**src/hw/rtl/prime_filter_trial_division_macros.svh**
```systemverilog
// ---------------------------------------------------------------------------
// prime filter assertion macros
// same-cycle and next-cycle implication checks for the prime filter
// ---------------------------------------------------------------------------
`ifndef PRIME_FILTER_TRIAL_DIVISION_MACROS_SVH
`define PRIME_FILTER_TRIAL_DIVISION_MACROS_SVH

// consequent holds in the same cycle
`define PFTD_ASSERT_NOW(label, clk, rst_n, ante, cons) \
	label: assert property (@(posedge clk) disable iff (!rst_n) (ante) |-> (cons)) \
		else $error("pftd check failed");

// consequent holds in the cycle after the antecedent
`define PFTD_ASSERT_NEXT(label, clk, rst_n, ante, cons) \
	label: assert property (@(posedge clk) disable iff (!rst_n) (ante) |=> (cons)) \
		else $error("pftd check failed");

`endif

```
**src/hw/rtl/pftd_pkg.sv**
```systemverilog
// ---------------------------------------------------------------------------
// pftd_pkg
// types, constants and microcode table of the prime filter
// ---------------------------------------------------------------------------
`timescale 1ns / 1ps

package pftd_pkg;

	localparam int VALUE_WIDTH_DEF = 32;
	localparam int COUNT_WIDTH     = 32;
	localparam logic [COUNT_WIDTH-1:0] COUNT_MAX = '1;

	typedef enum logic [3:0] {
		ST_FETCH    = 4'd0,
		ST_CLASSIFY = 4'd1,
		ST_SMALL    = 4'd2,
		ST_DIVSTART = 4'd3,
		ST_DIVSTEP  = 4'd4,
		ST_CHECK    = 4'd5,
		ST_BOUND    = 4'd6,
		ST_PRIME    = 4'd7,
		ST_KEEP     = 4'd8,
		ST_END      = 4'd9
	} step_t;

	typedef enum logic [2:0] {
		OP_NONE,
		OP_LOAD,
		OP_DIV_START,
		OP_DIV_STEP,
		OP_ADVANCE,
		OP_EMIT_KEEP,
		OP_EMIT_END
	} op_t;

	typedef enum logic [3:0] {
		C_ALWAYS,
		C_IN_ACCEPT,
		C_TRIVIAL_KEEP,
		C_PRIME_EARLY,
		C_DIV_MORE,
		C_REM_ZERO,
		C_SQ_LE_N,
		C_LAST,
		C_OUT_FREE
	} cond_t;

	typedef struct packed {
		op_t   op;
		cond_t cond;
		step_t jt;
		step_t jf;
	} ucode_t;

	function automatic ucode_t ucode_rom(input step_t s);
		ucode_t w;
		unique case (s)
			ST_FETCH:    w = '{OP_LOAD,      C_IN_ACCEPT,    ST_CLASSIFY, ST_FETCH};
			ST_CLASSIFY: w = '{OP_NONE,      C_TRIVIAL_KEEP, ST_KEEP,     ST_SMALL};
			ST_SMALL:    w = '{OP_NONE,      C_PRIME_EARLY,  ST_PRIME,    ST_DIVSTART};
			ST_DIVSTART: w = '{OP_DIV_START, C_ALWAYS,       ST_DIVSTEP,  ST_DIVSTEP};
			ST_DIVSTEP:  w = '{OP_DIV_STEP,  C_DIV_MORE,     ST_DIVSTEP,  ST_CHECK};
			ST_CHECK:    w = '{OP_ADVANCE,   C_REM_ZERO,     ST_KEEP,     ST_BOUND};
			ST_BOUND:    w = '{OP_NONE,      C_SQ_LE_N,      ST_DIVSTART, ST_PRIME};
			ST_PRIME:    w = '{OP_NONE,      C_LAST,         ST_END,      ST_FETCH};
			ST_KEEP:     w = '{OP_EMIT_KEEP, C_OUT_FREE,     ST_FETCH,    ST_KEEP};
			ST_END:      w = '{OP_EMIT_END,  C_OUT_FREE,     ST_FETCH,    ST_END};
			default:     w = '{OP_NONE,      C_ALWAYS,       ST_FETCH,    ST_FETCH};
		endcase
		return w;
	endfunction

endpackage

```
**src/hw/rtl/prime_filter_trial_division.sv**
```systemverilog
// ---------------------------------------------------------------------------
// prime_filter_trial_division
// drops primes from a stream of signed values, passes the rest with a count
// ---------------------------------------------------------------------------
// channel  | ports      | payload
// in       | s_axis_*   | tdata: value; tlast: last
// out      | m_axis_*   | tdata: kept_value, kept_count; tuser: has_value;
//          |            | tlast: end_of_array
//
// an item is settled without division in the classify or small-value step, or else
// odd divisors are tried one after another (bit-serial remainder unit)
// async reset clears the sequencer, the kept count and the output valid
// one item is in work at a time; a waiting result does not hold up the next
// item until that item itself has a result to place
// ---------------------------------------------------------------------------
`timescale 1ns / 1ps
`include "prime_filter_trial_division_macros.svh"

module prime_filter_trial_division #(
	parameter int VALUE_WIDTH = pftd_pkg::VALUE_WIDTH_DEF
) (
	input  logic                                         clk,
	input  logic                                         arst_n,
	input  logic                                         s_axis_tvalid,
	output logic                                         s_axis_tready,
	// value
	input  logic [((VALUE_WIDTH+7)/8)*8-1:0]             s_axis_tdata,
	input  logic                                         s_axis_tlast,
	output logic                                         m_axis_tvalid,
	input  logic                                         m_axis_tready,
	// kept_value, kept_count
	output logic [((VALUE_WIDTH+pftd_pkg::COUNT_WIDTH+7)/8)*8-1:0] m_axis_tdata,
	// has_value
	output logic                                         m_axis_tuser,
	output logic                                         m_axis_tlast
);
	import pftd_pkg::*;

	localparam int OUT_DATA_W = ((VALUE_WIDTH + COUNT_WIDTH + 7) / 8) * 8;
	localparam int BIT_W      = $clog2(VALUE_WIDTH);
	localparam int SQ_W       = VALUE_WIDTH + 2;

	step_t  step_q, step_d;
	ucode_t uc;
	logic   cond_true;

	logic [VALUE_WIDTH-1:0] n_q;
	logic                   last_q;
	logic [VALUE_WIDTH-1:0] d_q;
	logic [SQ_W-1:0]        sq_q;
	logic [VALUE_WIDTH-1:0] rem_q;
	logic [BIT_W-1:0]       bit_q;

	logic                   out_valid_q;
	logic [VALUE_WIDTH-1:0] out_value_q;
	logic                   out_has_q;
	logic                   out_last_q;
	logic [COUNT_WIDTH-1:0] out_count_q;
	logic [COUNT_WIDTH-1:0] count_q;

	logic                   in_accept;
	logic                   out_free;
	logic                   trivial_keep;
	logic                   prime_early;
	logic                   sq_le_n;
	logic [VALUE_WIDTH:0]   rem_sh;
	logic [VALUE_WIDTH:0]   rem_sub;
	logic [COUNT_WIDTH-1:0] count_inc;
	logic                   emit_keep;
	logic                   emit_end;

	assign in_accept = s_axis_tvalid && s_axis_tready;
	assign out_free  = !out_valid_q || m_axis_tready;

	assign trivial_keep = n_q[VALUE_WIDTH-1] || (n_q <= VALUE_WIDTH'(1)) ||
		(!n_q[0] && (n_q != VALUE_WIDTH'(2)));
	assign sq_le_n      = sq_q <= SQ_W'(n_q);
	assign prime_early  = (n_q == VALUE_WIDTH'(2)) || !sq_le_n;

	// one restoring step of n mod d
	assign rem_sh  = {rem_q, n_q[bit_q]};
	assign rem_sub = rem_sh - {1'b0, d_q};

	assign count_inc = (count_q == COUNT_MAX) ? count_q : count_q + COUNT_WIDTH'(1);

	always_ff @(posedge clk or negedge arst_n) begin
		if (!arst_n) begin
			step_q <= ST_FETCH;
		end else begin
			step_q <= step_d;
		end
	end

	always_comb begin
		uc = ucode_rom(step_q);
		unique case (uc.cond)
			C_ALWAYS:       cond_true = 1'b1;
			C_IN_ACCEPT:    cond_true = in_accept;
			C_TRIVIAL_KEEP: cond_true = trivial_keep;
			C_PRIME_EARLY:  cond_true = prime_early;
			C_DIV_MORE:     cond_true = bit_q != '0;
			C_REM_ZERO:     cond_true = rem_q == '0;
			C_SQ_LE_N:      cond_true = sq_le_n;
			C_LAST:         cond_true = last_q;
			C_OUT_FREE:     cond_true = out_free;
			default:        cond_true = 1'b0;
		endcase
		step_d        = cond_true ? uc.jt : uc.jf;
		s_axis_tready = uc.op == OP_LOAD;
		emit_keep     = (uc.op == OP_EMIT_KEEP) && out_free;
		emit_end      = (uc.op == OP_EMIT_END) && out_free;
	end

	// datapath
	always_ff @(posedge clk) begin
		unique case (uc.op)
			OP_LOAD: begin
				if (in_accept) begin
					n_q    <= s_axis_tdata[VALUE_WIDTH-1:0];
					last_q <= s_axis_tlast;
					d_q    <= VALUE_WIDTH'(3);
					sq_q   <= SQ_W'(9);
				end
			end
			OP_DIV_START: begin
				rem_q <= '0;
				bit_q <= BIT_W'(VALUE_WIDTH - 1);
			end
			OP_DIV_STEP: begin
				rem_q <= rem_sub[VALUE_WIDTH] ? rem_sh[VALUE_WIDTH-1:0]
					: rem_sub[VALUE_WIDTH-1:0];
				bit_q <= bit_q - BIT_W'(1);
			end
			OP_ADVANCE: begin
				// (d+2)^2 = d^2 + 4d + 4
				d_q  <= d_q + VALUE_WIDTH'(2);
				sq_q <= sq_q + {d_q, 2'b00} + SQ_W'(4);
			end
			default: begin
			end
		endcase
	end

	// output register and kept count
	always_ff @(posedge clk or negedge arst_n) begin
		if (!arst_n) begin
			out_valid_q <= 1'b0;
			count_q     <= '0;
		end else begin
			if (emit_keep || emit_end) begin
				out_valid_q <= 1'b1;
			end else if (m_axis_tready) begin
				out_valid_q <= 1'b0;
			end
			if (emit_keep) begin
				count_q <= last_q ? '0 : count_inc;
			end else if (emit_end) begin
				count_q <= '0;
			end
		end
	end

	always_ff @(posedge clk) begin
		if (emit_keep) begin
			out_value_q <= n_q;
			out_has_q   <= 1'b1;
			out_last_q  <= last_q;
			out_count_q <= count_inc;
		end else if (emit_end) begin
			out_value_q <= '0;
			out_has_q   <= 1'b0;
			out_last_q  <= 1'b1;
			out_count_q <= count_q;
		end
	end

	assign m_axis_tvalid = out_valid_q;
	assign m_axis_tdata  = OUT_DATA_W'({out_count_q, out_value_q});
	assign m_axis_tuser  = out_has_q;
	assign m_axis_tlast  = out_last_q;

	`PFTD_ASSERT_NOW(a_marker_is_end, clk, arst_n, m_axis_tvalid && !m_axis_tuser, m_axis_tlast)
	`PFTD_ASSERT_NOW(a_kept_counted, clk, arst_n, m_axis_tvalid && m_axis_tuser,
		m_axis_tdata[VALUE_WIDTH+COUNT_WIDTH-1:VALUE_WIDTH] != '0)
	`PFTD_ASSERT_NEXT(a_count_clears, clk, arst_n, (emit_keep || emit_end) && last_q,
		count_q == '0)
	`PFTD_ASSERT_NOW(a_divisor_odd, clk, arst_n, step_q == ST_DIVSTEP,
		d_q[0] && (d_q >= VALUE_WIDTH'(3)))

endmodule

```
**config.mk**
```make
export PLATFORM = sky130hd
export DESIGN_NAME = prime_filter_trial_division
export DESIGN_NICKNAME = d
export VERILOG_FILES = /design/src/hw/rtl/pftd_pkg.sv /design/src/hw/rtl/prime_filter_trial_division.sv
export VERILOG_INCLUDE_DIRS = /design/src /design/src/hw/rtl
export SDC_FILE = /design/constraint.sdc
export NUM_CORES = 1
export LEC_CHECK = 0
export BUFFER_PORTS_ARGS = -buffer_cell sky130_fd_sc_hd__buf_2
export CORE_MARGIN = 4
export CORE_UTILIZATION = 40
export CTS_BUF_LIST = sky130_fd_sc_hd__clkbuf_8
export DETAILED_ROUTE_END_ITERATION = 6
export REMOVE_ABC_BUFFERS = 1
export SYNTH_ARGS = -nofsm -noshare
export SYNTH_HDL_FRONTEND = slang
export SYNTH_SLANG_ARGS = --single-unit
```
**constraint.sdc**
```tcl
create_clock -name clk -period 9 [get_ports clk]
set_input_delay 1.8 -clock clk [delete_from_list [all_inputs] [get_ports clk]]
set_output_delay 1.8 -clock clk [all_outputs]
set_load 0.05 [all_outputs]
```
==> flow_summary_export.csv <==
group,metric,value,unit
outcome,status,"completed",
critical_path,reg2reg_depth,15,
critical_path,path_buf_inv,1,
power_and_ir_drop,p_leak,6.79,nW
synth,synth_area_leaders,"edfxtp_1 (40%), ha_1 (11%), dfrtp_1 (6.2%)",
timing,rsz0062_at_grt,"no",
power_and_ir_drop,clkPwrFrac,17.4,%
final_layout,fillers,3498,
critical_path,critPathLaunchType,"register",
timing,finalCritPeriodShare,62.7,%
routing,dr.pass1.iters,5,
critical_path,r2r-end,"rem_q[4]",
critical_path,cp_max_fo,37,
timing,finalSetupTns,0,ns
power_and_ir_drop,power_frac_comb,51.6,%
clocking,clk_latency,0.62,ns
synth,ys_seq_elements,235,
grt,grt_max_degree,62,
place,io_buffers,104,
timing,slew_viol_final,0,
synth,yosysTopAreaCell,"edfxtp_1",
power_and_ir_drop,ir_drop,0.146,mV
final_layout,layout_commonest_cell,"edfxtp_1",
critical_path,critical_path_class,"reg -> reg",
synth,syn_avg_cell_area,10.0,µm²
critical_path,critPathMaxStageDelay,0.83,ns
floorplanning,coreArea,36700,µm²
power_and_ir_drop,power_switching,2.59,mW
routing,drc_errors,0,
final_layout,post-route-util,45.7,%
critical_path,cpMaxStageDelayCell,"xor2_4",
clocking,htree_levels,2,
floorplanning,dieArea,40500,µm²
critical_path,cp.required,9.45,ns
grt,grt_util_met2,30.9,%
clocking,cts_tree,"done",
timing,fin_skew,0.0462,ns
timing,maxSlewHeadroom,22.4,%
floorplanning,rows,70,
power_and_ir_drop,p_total,5.73,mW
synth,ys.flop_type,"edfxtp_1",
power_and_ir_drop,p_int,3.15,mW
routing,drtAntennaViolNets,0,
timing,finalSetupViolCount,0,
synth,async_reset_ff_share,15.7,%
final_layout,nNetsFinal,1767,
final_layout,syn_to_final_growth,12.4,%
final_layout,instances_no_fill,2102,
grt,use_met1,24.6,%
timing,setup_ws,3.36,ns
floorplanning,fp.dieW,201,µm
critical_path,reg2reg_from,"bit_q[0]",
final_layout,fin_area,16800,µm²
synth,yosysSeqAreaShare,46.0,%
power_and_ir_drop,sw_frac_of_total,45.1,%
grt,antenna_found_initial,0,
power_and_ir_drop,power.density,342,nW/µm²
power_and_ir_drop,seq_power_share,31.0,%
grt,top_usage_layer,"met2",
clocking,clockBufferDepth,3,
grt,grt_pass1_wl,61.4,mm
synth,synth_top_area_share,39.6,%
critical_path,critPathCaptureType,"register",
routing,drt_iter0_drc,791,
floorplanning,die-height,201,µm
synth,syn_area,14900,µm²
routing,via_count,11600,
place,hpwl,28.3,mm
final_layout,diodes,0,
grt,grtUsageTotal,18.9,%
synth,synth_edf_count,197,
synth,syn-instance-count,1489,
timing,worst-slew-pin-transition,1.16,ns
worst_hold_path,hold_end,"count_q[31]",
place,place_ws,3.42,ns
final_layout,final_cell_mix,"edfxtp_1 (197), nand2_1 (164), nor2_1 (150)",
routing,wl_per_cell,18.3,µm
place,place_inst,2024,
grt,first_global_vias,11400,
worst_hold_path,min_from,"count_q[31]",
clocking,postCtsSetupBuffers,0,
clocking,cts.sinks,235,
critical_path,cp.arrival,6.08,ns
synth,yosys_warnings,0,
critical_path,r2r_slack,3.36,ns
place,gp_congestion,0.908,
flow_run,max-cap-violations,0,
floorplanning,initial_core_util,40.7,%
timing,hold_ws,0.530,ns
timing,fmax,0.177,GHz
timing,period_minus_slack,5.64,ns
floorplanning,ios,105,
routing,wirelength,38.4,mm
clocking,clkSlewWorstSetupHoldPaths,0.07,ns
worst_hold_path,min_delay_path_depth,1,
grt,grt-ovfl-total,0,
worst_hold_path,min_path_type,"reg -> reg",
final_layout,drive_gt1_share,12.5,%
synth,ys_types,69,
critical_path,critical_path.cell_chain,"mux4_1 > mux4_2 > o32ai_4 > inv_1 > fa_1 > a211oi_1 > o21ai_0 > a21oi_1 > nor3_2 > o211ai_1 > a31o_2 > o21ai_2 > xor2_4 > o211ai_1 > a21oi_1",
clocking,cts_resized,0,
routing,vias_per_cell,5.50,
timing,hold_viol,0,
clocking,cts_buffers,43,
clocking,hold_buffers,0,
grt,grt_use_met3,3.67,%
clocking,root_buffer,"clkbuf_8",
place,place_area,16000,µm²
critical_path,path_delay_family,"compound AO/OA/AOI/OAI gates",
synth_stat cells (all sizes together), types with 31 or more instances:
cell type / number
a21o: 46
a21oi: 95
clkbuf: 38
dfrtp: 37
edfxtp: 197
ha: 127
inv: 88
nand2: 164
nand3: 43
nor2: 150
nor3: 37
o21ai: 85
xnor2: 74
xor2: 31
worst max-delay path by stage:
stage / from / to / slack, ns / cells after the start
after CTS: bit_q[0] / rem_q[4] / 3.38 / 15
final: bit_q[0] / rem_q[4] / 3.36 / 15
after global placement: bit_q[0] / rem_q[4] / 3.57 / 15
after global routing: bit_q[0] / rem_q[4] / 2.90 / 15
after floorplan: m_axis_tready / count_q[1] / 3.80 / 8
after detailed placement: bit_q[0] / rem_q[21] / 3.42 / 15
per-layer routing:
metal | up-vias | wire [µm]
met5 | - | 0
met4 | 0 | 1550
met3 | 75 | 1910
met2 | 305 | 17800
met1 | 5500 | 17100
li1 | 5683 | -
layout make-up:
type | instances | area [µm²] | share of cell area (%)
Timing Repair Buffer | 117 | 618 | 3.68
Sequential cell | 235 | 6860 | 40.9
Multi-Input combinational cell | 1116 | 7560 | 45.1
Tap cell | 468 | 586 | 3.49
Inverter | 88 | 330 | 1.97
Clock inverter | 31 | 175 | 1.04
Clock buffer | 47 | 647 | 3.86
power by group through the flow:
stage,clock (mW),sequential (mW),combinational [mW]
floorplan,0,1.98,2.03
global placement,0,1.79,2.90
detailed placement,0,1.80,2.93
CTS,1.03,1.78,2.96
global route,1.08,1.81,3.31
finish,0.997,1.78,2.96
flip-flops by register name (all words and copies together), names as in the netlist:
register and cells:
bit_q 5, count_q 32, d_q 31, last_q 1, m_axis_tlast 1, m_axis_tuser 1
m_axis_tvalid 1, n_q 32, out_count_q 32, out_value_q 32, rem_q 32, sq_q 31
step_q 4
kinds of logic (layout without fill, tap and decap cells):
group,count (synthesis),count (layout),synth area share [%]
and+or+nand+nor,528,528,16.6
muxes,16,16,2.12
adders and majority gates,129,129,10.9
xor gates and xnor gates,105,105,6.26
buffers and inverters,138,283,3.58
DFF,235,235,46.0
AOI/OAI and AO/OA,338,338,14.5
(Power assumes the default switching activity.)
